File: config.mk
export PLATFORM = sky130hd
export DESIGN_NAME = flag_byte_fill_decompressor_top
export DESIGN_NICKNAME = d
export VERILOG_FILES = /design/src/sv/fbfd_pkg.sv /design/src/sv/flag_byte_fill_decompressor_top.sv /design/src/sv/fbfd_front.sv /design/src/sv/fbfd_queue.sv /design/src/sv/fbfd_back.sv
export SDC_FILE = /design/constraint.sdc
export NUM_CORES = 1
export LEC_CHECK = 0
export CORE_UTILIZATION = 50
export DETAILED_ROUTE_END_ITERATION = 12
export DONT_BUFFER_PORTS = 1
export GPL_TIMING_DRIVEN = 1
export PLACE_DENSITY = 0.72
export SYNTH_ARGS = -nofsm -noshare
export SYNTH_HDL_FRONTEND = slang
export SYNTH_SLANG_ARGS = --single-unit
File: constraint.sdc
create_clock -name clock -period 8.8 [get_ports clock]
set_input_delay 0.88 -clock clock [delete_from_list [all_inputs] [get_ports clock]]
set_output_delay 0.88 -clock clock [all_outputs]
set_load 0.05 [all_outputs]
File: src/sv/fbfd_pkg.sv
// Shared types and constants of the flag byte fill decompressor.
package fbfd_pkg;

   localparam int unsigned QUEUE_DEPTH = 4;
   localparam int unsigned QPTR_W      = $clog2(QUEUE_DEPTH);
   localparam int unsigned QCNT_W      = $clog2(QUEUE_DEPTH + 1);

   localparam int unsigned SIZE_W  = 16;
   localparam int unsigned BYTE_W  = 8;
   localparam int unsigned NFILL_W = 4;

   // Request kind carried in tuser.
   localparam logic KIND_START = 1'b0;
   localparam logic KIND_BYTE  = 1'b1;

   typedef enum logic [1:0] {
      ST_DATA  = 2'd0,
      ST_EMPTY = 2'd1,
      ST_TRUNC = 2'd2
   } status_type;

   // One unit of work for the output side: optional status beats, an optional
   // literal, then a run of fill bytes. Last marks the end of a block.
   typedef struct packed {
      logic                 trunc;
      logic                 empty;
      logic                 lit;
      logic [BYTE_W-1:0]    lit_byte;
      logic [NFILL_W-1:0]   nfill;
      logic [BYTE_W-1:0]    fill_byte;
      logic                 last;
   } cmd_type;

endpackage

File: src/sv/flag_byte_fill_decompressor_top.sv
// Top level of the flag byte fill decompressor.
//
// The block expands a compressed byte stream into exactly as many bytes as the
// block length register holds. A start request (tuser 0) arms a new block;
// stream bytes (tuser 1) then come as groups of a control byte, a fill byte
// and one literal for each 1 bit of the control byte, read most significant
// bit first, where a 0 bit yields the fill byte. The last byte of a block
// carries tlast. A start while a block is unfinished first returns a
// truncation status beat, and a start with a block length of zero returns an
// empty-request status beat; both carry tlast.
// The front end parses one request beat per clock and queues a command of up
// to eight result beats into a four-entry queue; the back end sends one result
// beat per clock while the result port is ready, through an output register.
// A request is thus taken every cycle while the queue has room, and sustained
// throughput is bounded by the single result port. The first result beat of
// a request passes through the command queue, the current-command register
// and the output register. The block length register takes effect from the
// next request and should be written only while no request or result is in
// flight. There is no clearing pass after reset.
module flag_byte_fill_decompressor_top
   import fbfd_pkg::*;
(
   input  logic              clock,
   input  logic              reset,
   // Request stream.
   input  logic              req_tvalid,
   output logic              req_tready,
   input  logic [7:0]        req_tdata,   // [7:0] stream_byte
   input  logic [0:0]        req_tuser,   // [0] kind
   // Result stream.
   output logic              rsp_tvalid,
   input  logic              rsp_tready,
   output logic [7:0]        rsp_tdata,   // [7:0] out_byte
   output logic              rsp_tlast,
   output logic [1:0]        rsp_tuser,   // [1:0] status
   // Configuration write channel for the block length.
   input  logic              csr_valid,
   output logic              csr_ready,
   input  logic [SIZE_W-1:0] csr_wdata
);

   logic [SIZE_W-1:0] block_len_ff, block_len_in;
   logic              q_full;
   logic              req_accept;
   logic              push;
   cmd_type           push_cmd;
   logic              pop;
   logic              head_valid;
   cmd_type           head_cmd;

   // The size register always takes a write beat.
   assign csr_ready    = 1'b1;
   assign block_len_in = (csr_valid && csr_ready) ? csr_wdata : block_len_ff;

   always_ff @(posedge clock) begin
      if (reset) begin
         block_len_ff <= '0;
      end else begin
         block_len_ff <= block_len_in;
      end
   end

   // A request beat is taken whenever the command queue has room.
   assign req_tready = !q_full;
   assign req_accept = req_tvalid && req_tready;

   fbfd_front u_front (
      .clock      (clock),
      .reset      (reset),
      .req_accept (req_accept),
      .req_kind   (req_tuser[0]),
      .req_byte   (req_tdata),
      .block_len  (block_len_ff),
      .push       (push),
      .cmd        (push_cmd)
   );

   fbfd_queue u_queue (
      .clock      (clock),
      .reset      (reset),
      .push       (push),
      .push_cmd   (push_cmd),
      .full       (q_full),
      .pop        (pop),
      .head_valid (head_valid),
      .head_cmd   (head_cmd)
   );

   fbfd_back u_back (
      .clock      (clock),
      .reset      (reset),
      .head_valid (head_valid),
      .head_cmd   (head_cmd),
      .pop        (pop),
      .rsp_tvalid (rsp_tvalid),
      .rsp_tready (rsp_tready),
      .rsp_tdata  (rsp_tdata),
      .rsp_tlast  (rsp_tlast),
      .rsp_tuser  (rsp_tuser)
   );

endmodule

File: src/sv/fbfd_front.sv
// Front end: parses the compressed stream and turns each request into a command.
module fbfd_front
   import fbfd_pkg::*;
(
   input  logic              clock,
   input  logic              reset,
   input  logic              req_accept,
   input  logic              req_kind,
   input  logic [BYTE_W-1:0] req_byte,
   input  logic [SIZE_W-1:0] block_len,
   output logic              push,
   output cmd_type           cmd
);

   typedef enum logic [1:0] {PH_IDLE, PH_CONTROL, PH_FILL, PH_LITERAL} phase_type;

   phase_type            phase_ff, phase_in;
   logic [BYTE_W-1:0]    shift_ff, shift_in;
   logic [NFILL_W-1:0]   bits_ff, bits_in;
   logic [BYTE_W-1:0]    fill_ff, fill_in;
   logic [SIZE_W-1:0]    emitted_ff, emitted_in;

   logic                 is_lit;
   logic                 is_fill;
   logic [BYTE_W-1:0]    shift_a;
   logic [NFILL_W-1:0]   bits_a;
   logic [SIZE_W-1:0]    emitted_a;
   logic [NFILL_W-1:0]   zeros;
   logic [NFILL_W-1:0]   lim;
   logic [SIZE_W-1:0]    remain;
   logic [NFILL_W-1:0]   nfill;
   logic [SIZE_W-1:0]    emitted_b;
   logic                 done_b;

   // Leading zeros of a control byte, 8 when it is all zero.
   function automatic logic [NFILL_W-1:0] lead_zeros(input logic [BYTE_W-1:0] v);
      logic [NFILL_W-1:0] n;
      logic               hit;
      n   = NFILL_W'(BYTE_W);
      hit = 1'b0;
      for (int i = BYTE_W - 1; i >= 0; i--) begin
         if (v[i] && !hit) begin
            n   = NFILL_W'(BYTE_W - 1 - i);
            hit = 1'b1;
         end
      end
      return n;
   endfunction

   // Drain arithmetic, shared by the fill and literal phases.
   always_comb begin
      is_lit    = (phase_ff == PH_LITERAL);
      is_fill   = (phase_ff == PH_FILL);
      shift_a   = is_lit ? {shift_ff[BYTE_W-2:0], 1'b0} : shift_ff;
      bits_a    = is_fill ? NFILL_W'(BYTE_W) : (is_lit ? bits_ff - 1'b1 : bits_ff);
      emitted_a = emitted_ff + SIZE_W'(is_lit);
      zeros     = lead_zeros(shift_a);
      lim       = (zeros < bits_a) ? zeros : bits_a;
      remain    = block_len - emitted_a;
      nfill     = (remain < SIZE_W'(lim)) ? remain[NFILL_W-1:0] : lim;
      emitted_b = emitted_a + SIZE_W'(nfill);
      done_b    = (emitted_b >= block_len);
   end

   always_comb begin
      phase_in   = phase_ff;
      shift_in   = shift_ff;
      bits_in    = bits_ff;
      fill_in    = fill_ff;
      emitted_in = emitted_ff;
      push       = 1'b0;
      cmd        = '0;
      if (req_accept) begin
         if (req_kind == KIND_START) begin
            cmd.trunc  = (phase_ff != PH_IDLE);
            cmd.empty  = (block_len == '0);
            cmd.last   = 1'b1;
            push       = cmd.trunc || cmd.empty;
            shift_in   = '0;
            bits_in    = '0;
            fill_in    = '0;
            emitted_in = '0;
            phase_in   = (block_len == '0) ? PH_IDLE : PH_CONTROL;
         end else if (phase_ff == PH_IDLE) begin
            phase_in = PH_IDLE;
         end else if (emitted_ff >= block_len) begin
            // Size was lowered under the running block: end it silently.
            phase_in = PH_IDLE;
         end else begin
            case (phase_ff)
               PH_CONTROL: begin
                  shift_in = req_byte;
                  phase_in = PH_FILL;
               end
               PH_FILL, PH_LITERAL: begin
                  if (is_fill) begin
                     fill_in = req_byte;
                  end
                  cmd.lit       = is_lit;
                  cmd.lit_byte  = req_byte;
                  cmd.nfill     = nfill;
                  cmd.fill_byte = is_fill ? req_byte : fill_ff;
                  cmd.last      = done_b;
                  push          = is_lit || (nfill != '0);
                  shift_in      = shift_a << nfill;
                  bits_in       = bits_a - nfill;
                  emitted_in    = emitted_b;
                  if (done_b) begin
                     phase_in = PH_IDLE;
                  end else if (bits_a == nfill) begin
                     phase_in = PH_CONTROL;
                  end else begin
                     phase_in = PH_LITERAL;
                  end
               end
               default: phase_in = PH_IDLE;
            endcase
         end
      end
   end

   always_ff @(posedge clock) begin
      if (reset) begin
         phase_ff   <= PH_IDLE;
         shift_ff   <= '0;
         bits_ff    <= '0;
         fill_ff    <= '0;
         emitted_ff <= '0;
      end else begin
         phase_ff   <= phase_in;
         shift_ff   <= shift_in;
         bits_ff    <= bits_in;
         fill_ff    <= fill_in;
         emitted_ff <= emitted_in;
      end
   end

   a_bits_range: assert property (@(posedge clock) disable iff (reset)
      bits_ff <= NFILL_W'(BYTE_W))
      else $error("control bit count out of range");

   a_last_idles: assert property (@(posedge clock) disable iff (reset)
      push && cmd.last && !cmd.trunc && !cmd.empty |=> phase_ff == PH_IDLE)
      else $error("block ended but parser did not return to idle");

endmodule

File: src/sv/fbfd_queue.sv
// Small command queue between the parser and the output sequencer.
module fbfd_queue
   import fbfd_pkg::*;
(
   input  logic    clock,
   input  logic    reset,
   input  logic    push,
   input  cmd_type push_cmd,
   output logic    full,
   input  logic    pop,
   output logic    head_valid,
   output cmd_type head_cmd
);

   cmd_type             mem_ff [QUEUE_DEPTH];
   logic [QPTR_W-1:0]   wr_ff, wr_in;
   logic [QPTR_W-1:0]   rd_ff, rd_in;
   logic [QCNT_W-1:0]   count_ff, count_in;

   assign full       = (count_ff == QCNT_W'(QUEUE_DEPTH));
   assign head_valid = (count_ff != '0);
   assign head_cmd   = mem_ff[rd_ff];

   always_comb begin
      wr_in    = push ? wr_ff + 1'b1 : wr_ff;
      rd_in    = pop ? rd_ff + 1'b1 : rd_ff;
      count_in = count_ff + QCNT_W'(push) - QCNT_W'(pop);
   end

   always_ff @(posedge clock) begin
      if (push) begin
         mem_ff[wr_ff] <= push_cmd;
      end
   end

   always_ff @(posedge clock) begin
      if (reset) begin
         wr_ff    <= '0;
         rd_ff    <= '0;
         count_ff <= '0;
      end else begin
         wr_ff    <= wr_in;
         rd_ff    <= rd_in;
         count_ff <= count_in;
      end
   end

   a_no_overflow: assert property (@(posedge clock) disable iff (reset)
      push |-> !full || pop)
      else $error("command queue overflow");

   a_no_underflow: assert property (@(posedge clock) disable iff (reset)
      pop |-> head_valid)
      else $error("command queue underflow");

endmodule

File: src/sv/fbfd_back.sv
// Back end: expands commands into result beats through an output register.
module fbfd_back
   import fbfd_pkg::*;
(
   input  logic              clock,
   input  logic              reset,
   input  logic              head_valid,
   input  cmd_type           head_cmd,
   output logic              pop,
   output logic              rsp_tvalid,
   input  logic              rsp_tready,
   output logic [BYTE_W-1:0] rsp_tdata,
   output logic              rsp_tlast,
   output logic [1:0]        rsp_tuser
);

   cmd_type             cur_ff, cur_in;
   logic                cur_valid_ff, cur_valid_in;
   logic                out_valid_ff, out_valid_in;
   logic [BYTE_W-1:0]   out_byte_ff, out_byte_in;
   logic                out_last_ff, out_last_in;
   status_type          out_status_ff, out_status_in;

   cmd_type             rest;
   logic                rest_empty;
   logic [BYTE_W-1:0]   sel_byte;
   status_type          sel_status;
   logic                out_free;
   logic                fire;

   always_comb begin
      rest       = cur_ff;
      sel_byte   = '0;
      sel_status = ST_DATA;
      if (cur_ff.trunc) begin
         rest.trunc = 1'b0;
         sel_status = ST_TRUNC;
      end else if (cur_ff.empty) begin
         rest.empty = 1'b0;
         sel_status = ST_EMPTY;
      end else if (cur_ff.lit) begin
         rest.lit = 1'b0;
         sel_byte = cur_ff.lit_byte;
      end else begin
         rest.nfill = cur_ff.nfill - 1'b1;
         sel_byte   = cur_ff.fill_byte;
      end
      rest_empty = !rest.trunc && !rest.empty && !rest.lit && (rest.nfill == '0);

      out_free = !out_valid_ff || rsp_tready;
      fire     = cur_valid_ff && out_free;
      pop      = head_valid && (!cur_valid_ff || (fire && rest_empty));

      if (pop) begin
         cur_in       = head_cmd;
         cur_valid_in = 1'b1;
      end else if (fire) begin
         cur_in       = rest;
         cur_valid_in = !rest_empty;
      end else begin
         cur_in       = cur_ff;
         cur_valid_in = cur_valid_ff;
      end

      out_byte_in   = out_byte_ff;
      out_last_in   = out_last_ff;
      out_status_in = out_status_ff;
      out_valid_in  = out_valid_ff && !rsp_tready;
      if (fire) begin
         out_valid_in  = 1'b1;
         out_byte_in   = sel_byte;
         out_status_in = sel_status;
         out_last_in   = (sel_status != ST_DATA) || (cur_ff.last && rest_empty);
      end
   end

   always_ff @(posedge clock) begin
      cur_ff        <= cur_in;
      out_byte_ff   <= out_byte_in;
      out_last_ff   <= out_last_in;
      out_status_ff <= out_status_in;
      if (reset) begin
         cur_valid_ff <= 1'b0;
         out_valid_ff <= 1'b0;
      end else begin
         cur_valid_ff <= cur_valid_in;
         out_valid_ff <= out_valid_in;
      end
   end

   assign rsp_tvalid = out_valid_ff;
   assign rsp_tdata  = out_byte_ff;
   assign rsp_tlast  = out_last_ff;
   assign rsp_tuser  = out_status_ff;

   a_status_shape: assert property (@(posedge clock) disable iff (reset)
      out_valid_ff && out_status_ff != ST_DATA |-> out_last_ff && out_byte_ff == '0)
      else $error("status beat without last or with nonzero byte");

   a_no_empty_work: assert property (@(posedge clock) disable iff (reset)
      cur_valid_ff |-> cur_ff.trunc || cur_ff.empty || cur_ff.lit || cur_ff.nfill != '0)
      else $error("active command holds no beats");

endmodule
-- Word level (Yosys, flattened, before mapping)
Memories as Yosys holds them, arrays and structs flattened. A register that Yosys moved wholly into a read port is not among the register bits.
Index checks and enable logic that the tools add are counted.
- output and inout bits: 14
- ROM bits: 0
- word-level logic and storage cells: 165
- memory bits (writable): 96
- register bits after elaboration: 98
- bits in latches: 0
- memories: 1
- div/mod/pow operators: 0
- reduce and logical (&&, ||, !) cells: 46
- eq/ne operators: 9
- shifts and indexed selects: 1
- add/sub/neg operators: 10
- muxes and demuxes: 73
- bitwise gates (word level): 0
- order comparisons: 4
- $mul: 0
- memory list (name ; words ; bits a word ; read ports ; clocked after Yosys merged registers in ; write ports ; line ; RTL):
    u_queue.mem_ff ; 4 ; 24 ; 1 ; 1 ; 1 ; fbfd_queue.sv:15 ; cmd_type mem_ff [QUEUE_DEPTH];
- operator list (cell ; number):
    $mux 8 ; 10
    $mux 4 ; 19
    $mux 24 ; 3
    $mux 22 ; 3
    $mux 16 ; 4
    $ge 16x16->1 ; 2
    $mux 1 ; 21
    $mux 21 ; 1
    $mux 2 ; 10
    $add 16x1->16 ; 1
    $add 16x4->16 ; 1
    $logic_not 16->1 ; 1
    $lt 16x4->1 ; 1
    $pmux 8 s2 ; 1
    $sub 16x16->16 ; 1
    $logic_and 1x1->1 ; 15
    $logic_not 1->1 ; 14
    $reduce_and 4->1 ; 2
    $shl 8x4->8 ; 1
    $sub 4x1->4 const B ; 2
    $reduce_bool 2->1 ; 3
    $logic_or 1x1->1 ; 5
    $add 2x1->2 const B ; 2
    $eq 2x2->1 const B ; 2
    16 further kinds ; 18

-- Longest topological paths before layout
- depth after elaboration: 37
- gate-level depth with buffers: 37
- mapped depth without buffers: 37

-- Modules after synthesis
From an unflattened synthesis, not the netlist that was laid out.
- cell total of the unflattened synthesis: 1023
- area, all modules: 11207.0 um^2
- modules (own cells, without submodules) (module ; area each (um^2) ; cells an instance ; seq. area each (um^2) ; times used):
    fbfd_front ; 4924.7 ; 674 ; 760.7 ; 1
    fbfd_queue ; 3943.8 ; 168 ; 3062.9 ; 1
    fbfd_back ; 1736.7 ; 125 ; 1091.0 ; 1
    flag_byte_fill_decompressor_top ; 601.8 ; 56 ; 320.3 ; 1

-- Least setup slack after synthesis
OpenSTA, ideal clock, no wires.
- kind: register to register
- from: reg u_front.phase_ff[1]
- to: reg u_front.phase_ff[1]
- cell stages (with the launch flop): 36
- arrival time: 7042 ps
- setup slack: 1667 ps
- buffers on the path: 1
- path through: dfxtp_1 > buf_4 > nand2_2 > and2_1 > a2111oi_0 > o221a_2 > ha_1 > o21a_1 > o41ai_1 > a21oi_1 > nor2_1 > mux2i_1 > ha_1 > a221o_1 > a2111oi_0 > and4_1 > nand4_2 > nor3_4 > mux2i_2 > ha_1 > inv_1 > fa_1 > nor2b_1 > o21ai_0 > nand2b_1 > nor2b_1 > nand2_1 > or3_1 > nor3_1 > xnor2_1 > ha_1 > a21o_1 > a21oi_1 > o211ai_1 > a41o_1 > a311oi_1
- word-level cells in the longest chain between the ends: 35
- elaborated cells on any way between the ends: 52
- classes of those cells: add/sub (3); order compare (3); eq/ne (4); mux (26); reduce/logical (16)
- RTL lines (what ; line ; RTL):
    start: declaration ; fbfd_front.sv:17 ; phase_type phase_ff, phase_in;
    start signal: assignment ; fbfd_front.sv:130 ; phase_ff <= phase_in;
    $eq 2x2->1 ; fbfd_front.sv:52, fbfd_front.sv:90 ;
    $mux 8 ; fbfd_front.sv:54 ; shift_a = is_lit ? {shift_ff[BYTE_W-2:0], 1'b0} : shift_ff;
    $mux 1 ; fbfd_front.sv:42 ; if (v[i] && !hit) begin
    $logic_not 1->1 ; fbfd_front.sv:42 ;
    $logic_and 1x1->1 ; fbfd_front.sv:42 ;
    $mux 1 ; fbfd_front.sv:42 ;
    $logic_not 1->1 ; fbfd_front.sv:42 ;
    $logic_and 1x1->1 ; fbfd_front.sv:42 ;
    (+19 left out) ; -- ;
    $mux 4 ; fbfd_front.sv:60 ; nfill = (remain < SIZE_W'(lim)) ? remain[NFILL_W-1:0] : lim;
    $add 16x4->16 / $eq 4x4->1 (equally long branches) ; fbfd_front.sv:61, fbfd_front.sv:110 ;
    $ge 16x16->1 / $mux 2 (equally long branches) ; fbfd_front.sv:62, fbfd_front.sv:110 ;
    $mux 2 ; fbfd_front.sv:108 ; if (done_b) begin
    $pmux 2 s2 ; fbfd_front.sv:90 ; case (phase_ff)
    $mux 2 ; fbfd_front.sv:86 ; end else if (emitted_ff >= block_len) begin
    $mux 2 * ; fbfd_front.sv:84 ; end else if (phase_ff == PH_IDLE) begin
    $mux 2 * ; fbfd_front.sv:74 ; if (req_kind == KIND_START) begin
Mark *: on every way between the ends. The rest lies on a longest branch, timed or not.
A chain may end at the register's enable or synchronous reset.

-- Final worst setup path
Ends and elaborated chain as after synthesis.

==> impl_metrics.xml <==
<?xml version="1.0" encoding="UTF-8"?>
<metrics>
  <group name="global_routing">
    <metric name="grt_pass1_wl" unit="microns">38180</metric>
    <metric name="grt-ovfl-total" unit="">0</metric>
    <metric name="vias_in_the_first_global_route" unit="">7296</metric>
    <metric name="global_route.usage.total" unit="">0.2175</metric>
    <metric name="pin_count_of_the_biggest_net_entering_global_routing" unit="">62</metric>
    <metric name="number_of_antenna_violations_at_the_first_check_in_global_routing" unit="">0</metric>
  </group>
  <group name="clock_network">
    <metric name="clock_root_buffer" unit="">sky130_fd_sc_hd__clkbuf_16</metric>
    <metric name="cts_inserted_buffers" unit="">17</metric>
    <metric name="tritoncts_clock_tree" unit="">done</metric>
    <metric name="sinks_on_the_clock_net" unit="">196</metric>
    <metric name="cts.htree.levels" unit="">4</metric>
    <metric name="clock_tree.buffer_depth" unit="">2</metric>
    <metric name="clk_latency" unit="ns">0.44</metric>
    <metric name="cts_clk_pin_slew_worst_paths" unit="ns">0.08</metric>
  </group>
  <group name="drt">
    <metric name="drt_first_pass_iters" unit="">5</metric>
    <metric name="route.antenna.remaining_nets" unit="">0</metric>
    <metric name="route.detailed.wl_per_inst" unit="microns">18.29</metric>
    <metric name="1st_iter_drt_viols" unit="">588</metric>
    <metric name="drc" unit="">0</metric>
    <metric name="avgViaCountPerCell" unit="">5.903</metric>
    <metric name="num_vias" unit="">7650</metric>
    <metric name="routed_wirelength" unit="microns">23700</metric>
  </group>
  <group name="yosys">
    <metric name="async_flop_share" unit="">0</metric>
    <metric name="mappedNetlistNets" unit="">1116</metric>
    <metric name="synth_largest_type_area_fraction" unit="">0.3551</metric>
    <metric name="post_synthesis_average_cell_area" unit="sq um">10.95</metric>
    <metric name="synthesis.area" unit="sq um">11080</metric>
    <metric name="postSynthCellCount" unit="">1012</metric>
    <metric name="synth_top_flop_cell" unit="">sky130_fd_sc_hd__edfxtp_1</metric>
    <metric name="yosys_register_bits" unit="">196</metric>
    <metric name="yosys-top-cells-area" unit="">sky130_fd_sc_hd__edfxtp_1 (36%), sky130_fd_sc_hd__dfxtp_1 (12%), sky130_fd_sc_hd__ha_1 (7.9%)</metric>
    <metric name="synth-edff-count" unit="">131</metric>
    <metric name="post-synth-top-area-cell" unit="">sky130_fd_sc_hd__edfxtp_1</metric>
    <metric name="synth.yosys.warnings" unit="">0</metric>
    <metric name="synth.lib_cells_used.distinct" unit="">85</metric>
    <metric name="synth-seq-area-share" unit="">0.4725</metric>
  </group>
  <group name="final_layout">
    <metric name="number_of_nets_in_the_layout" unit="">1107</metric>
    <metric name="final_area" unit="sq um">11990</metric>
    <metric name="area.growth.synth_to_final" unit="%">8.233</metric>
    <metric name="antenna_cells_inserted" unit="">0</metric>
    <metric name="drive_gt1_frac" unit="">0.08858</metric>
    <metric name="instances_no_fill" unit="">1296</metric>
  </group>
  <group name="setup_path">
    <metric name="endpoint" unit="">u_front.phase_ff[1]</metric>
    <metric name="critical_path.max_fanout" unit="">18</metric>
    <metric name="reg2reg_to" unit="">u_front.phase_ff[1]</metric>
    <metric name="worstReg2RegStart" unit="">u_front.phase_ff[1]</metric>
    <metric name="timing.critical_path.arrival" unit="ns">8.45</metric>
    <metric name="timing.critical_path.slowest_cell_delay" unit="ns">0.47</metric>
    <metric name="timing.critical_path.to_type" unit="">register</metric>
    <metric name="worst_r2r_path_depth" unit="">33</metric>
    <metric name="cp-start-kind" unit="">register</metric>
    <metric name="critical_path.slowest_cell" unit="">sky130_fd_sc_hd__fa_1</metric>
    <metric name="critPathLaunch" unit="">u_front.phase_ff[1]</metric>
    <metric name="cp_data_required_time" unit="ns">9.15</metric>
    <metric name="setup.reg_to_reg.worst_slack" unit="ns">0.70</metric>
    <metric name="crit_path_frequent_cell" unit="">sky130_fd_sc_hd__ha_1</metric>
    <metric name="crit_type" unit="">reg -&gt; reg</metric>
  </group>
  <group name="sta">
    <metric name="clock.fmax" unit="MHz">123.5</metric>
    <metric name="period_needed" unit="ns">8.099</metric>
    <metric name="setup_viol_count_final" unit="">0</metric>
    <metric name="final_hold_viol_count" unit="">0</metric>
    <metric name="clock-skew-final" unit="ns">0.01345</metric>
    <metric name="fin_crit_sh" unit="">0.9203</metric>
    <metric name="report.final.slew_viol_count" unit="">0</metric>
    <metric name="max_slew_margin" unit="">0.2206</metric>
    <metric name="timing_worst_slew_pin_value" unit="ns">1.169</metric>
    <metric name="grt_setup_unrepaired" unit="">no</metric>
    <metric name="final_total_negative_setup_slack" unit="ns">0</metric>
  </group>
  <group name="power">
    <metric name="p_per_area" unit="nW/um^2">227.7</metric>
    <metric name="report.power.total" unit="mW">2.731</metric>
    <metric name="static-leakage-power" unit="nW">4.336</metric>
    <metric name="ir_worst_vdd" unit="V">0.0001279</metric>
  </group>
  <group name="floorplan">
    <metric name="die_area" unit="sq um">22760</metric>
    <metric name="floorplan.initialDensity" unit="">0.5093</metric>
    <metric name="rows" unit="">54</metric>
    <metric name="chip_width" unit="microns">150.9</metric>
    <metric name="fp.dieH" unit="microns">150.9</metric>
    <metric name="top_level_i_o_count" unit="">44</metric>
    <metric name="placeableCoreArea" unit="sq um">21760</metric>
  </group>
  <group name="flow_run">
    <metric name="drv.max_cap_violation_count" unit="">0</metric>
  </group>
  <group name="place">
    <metric name="numPlacedInstances" unit="">1264</metric>
    <metric name="portBuffers" unit="">0</metric>
    <metric name="area_post_placement" unit="sq um">11340</metric>
    <metric name="gp_congestion" unit="">0.9104</metric>
    <metric name="detailedPlacementHpwl" unit="microns">16910</metric>
  </group>
  <group name="worst_hold_path">
    <metric name="hold_path.class" unit="">reg -&gt; reg</metric>
  </group>
  <group name="status">
    <metric name="outcome" unit="">finished clean</metric>
  </group>
</metrics>
## placed cells by master (no fill, tap or decap), types with 5 or more instances in the layout
cell type / n
sky130_fd_sc_hd__a21o_1: 14
sky130_fd_sc_hd__nor4_1: 9
sky130_fd_sc_hd__a31oi_1: 6
sky130_fd_sc_hd__buf_4: 13
sky130_fd_sc_hd__o21a_1: 7
sky130_fd_sc_hd__mux4_2: 24
sky130_fd_sc_hd__and2_1: 39
sky130_fd_sc_hd__o211ai_1: 8
sky130_fd_sc_hd__nand2b_1: 12
sky130_fd_sc_hd__xor2_1: 21
sky130_fd_sc_hd__mux2i_1: 47
sky130_fd_sc_hd__nand4_1: 9
sky130_fd_sc_hd__a22oi_1: 22
sky130_fd_sc_hd__a21oi_1: 54
sky130_fd_sc_hd__nand3_1: 25
sky130_fd_sc_hd__edfxtp_1: 131
sky130_fd_sc_hd__nor2b_1: 18
sky130_fd_sc_hd__dfxtp_1: 65
sky130_fd_sc_hd__xnor2_1: 24
sky130_fd_sc_hd__clkinv_8: 6
sky130_fd_sc_hd__nand2_1: 37
sky130_fd_sc_hd__nor3_1: 11
sky130_fd_sc_hd__nor2_1: 121
sky130_fd_sc_hd__ha_1: 70
sky130_fd_sc_hd__o22ai_1: 5
sky130_fd_sc_hd__inv_1: 60
sky130_fd_sc_hd__and3_1: 6
sky130_fd_sc_hd__clkbuf_16: 17
sky130_fd_sc_hd__o21ai_0: 31
## critical path: cells and delay by family (launching register included)
family | cells | cell delay (ns)
buffers and inverters | 3 | 0.70
and+or+nand+nor | 11 | 2.46
xor gates and xnor gates | 1 | 0.18
adders and majority gates | 4 | 1.22
AOI/OAI and AO/OA | 12 | 2.63
DFF | 1 | 0.42
muxes | 2 | 0.40
## cell type report
class | count | area (sq um)
Sequential cell | 196 | 5235
Clock buffer | 17 | 425.4
Timing Repair Buffer | 13 | 97.59
Multi-Input combinational cell | 713 | 5426
Tap cell | 280 | 350.3
Inverter | 62 | 237.7
Fill cell | 1820 | 9764
Clock inverter | 15 | 219.0
## cell usage after synthesis, types with 3 or more instances
master                      number
sky130_fd_sc_hd__clkbuf_1       29
sky130_fd_sc_hd__a22oi_1        22
sky130_fd_sc_hd__a211o_1         4
sky130_fd_sc_hd__or3_1           4
sky130_fd_sc_hd__a21o_1         14
sky130_fd_sc_hd__nor2_1        121
sky130_fd_sc_hd__a2111oi_0       3
sky130_fd_sc_hd__and2_1         39
sky130_fd_sc_hd__and4_1          3
sky130_fd_sc_hd__o22ai_1         5
sky130_fd_sc_hd__a31oi_1         6
sky130_fd_sc_hd__xor2_1         21
sky130_fd_sc_hd__buf_1           4
sky130_fd_sc_hd__nor3_1         11
sky130_fd_sc_hd__nand2b_1       12
sky130_fd_sc_hd__xnor2_1        24
sky130_fd_sc_hd__nand4_1         9
sky130_fd_sc_hd__fa_1            4
sky130_fd_sc_hd__o21ai_0        32
sky130_fd_sc_hd__mux4_2         24
sky130_fd_sc_hd__buf_4           5
sky130_fd_sc_hd__mux2i_1        47
sky130_fd_sc_hd__ha_1           70
sky130_fd_sc_hd__and3_1          6
sky130_fd_sc_hd__nand2_1        37
sky130_fd_sc_hd__a211oi_1        4
sky130_fd_sc_hd__nor4_1          9
sky130_fd_sc_hd__inv_1          60
sky130_fd_sc_hd__nor3b_1         3
sky130_fd_sc_hd__edfxtp_1      131
sky130_fd_sc_hd__a32oi_1         4
sky130_fd_sc_hd__a21oi_1        54
sky130_fd_sc_hd__o211ai_1        8
sky130_fd_sc_hd__dfxtp_1        65
sky130_fd_sc_hd__nor2b_1        18
sky130_fd_sc_hd__nand3_1        25
sky130_fd_sc_hd__nand3b_1        4
sky130_fd_sc_hd__o21a_1          7
sky130_fd_sc_hd__o31ai_1         3
## state kept, by name (all words and copies together), names as in the netlist, 3 cells and up, named ones only
name	flops
u_queue.mem_ff	96
u_back.cur_ff	24
block_len_ff	16
u_front.emitted_ff	16
u_back.rsp_tdata	8
u_front.fill_ff	8
u_front.shift_ff	8
u_front.bits_ff	4
u_queue.count_ff	3
## through the flow
stage	setup slack (ns)	hold WS, ns	util
after floorplan	1.667	0.4484	-
after global placement	0.9327	0.4591	0.5213
after detailed placement	0.6962	0.4754	0.5213
after CTS	0.6344	0.4926	0.5510
after global routing	0.01173	0.5021	0.5512
final	0.7011	0.4955	0.5512
## kinds of logic after synthesis
logic type | share of synthesized area
buffers and inverters | 0.03851
xor gates and xnor gates | 0.03964
muxes | 0.09881
adders and majority gates | 0.08628
other | 0.0003385
and+or+nand+nor | 0.1429
DFF | 0.4725
AOI/OAI and AO/OA | 0.1211
## where the power goes
| part | internal [mW] | switching [mW] |
|---|---|---|
| sequential | 1.15 | 0.151 |
| combinational | 0.275 | 0.339 |
| clock | 0.419 | 0.398 |
## repair_timing
action                                  in CTS  in global routing
hold buffers                                 0                  0
gates resized for setup                      0                  1
endpoints found under the hold margin        0                  0
buffers inserted                             0                  0
endpoints found under the setup margin       0                  6
## how the worst min path moves through the flow
stage                               to                 from  slack (ns)  cells after the start
finish              u_front.fill_ff[4]   u_front.fill_ff[4]        0.50                      2
global route        u_front.fill_ff[2]                reset        0.50                      1
detailed placement   u_back.rsp_tvalid  u_back.cur_valid_ff        0.48                      2
global placement     u_back.rsp_tvalid  u_back.cur_valid_ff        0.46                      2
floorplan            u_back.rsp_tvalid  u_back.cur_valid_ff        0.45                      2
CTS                  u_back.rsp_tvalid  u_back.cur_valid_ff        0.49                      2
## routing by layer
layer,global-route usage,part of all wire
met2,0.3658,0.48
met1,0.2850,0.46
met5,0,0
met4,0.07150,0.022
met3,0.03554,0.042
Power figures use the tool's default switching activity.
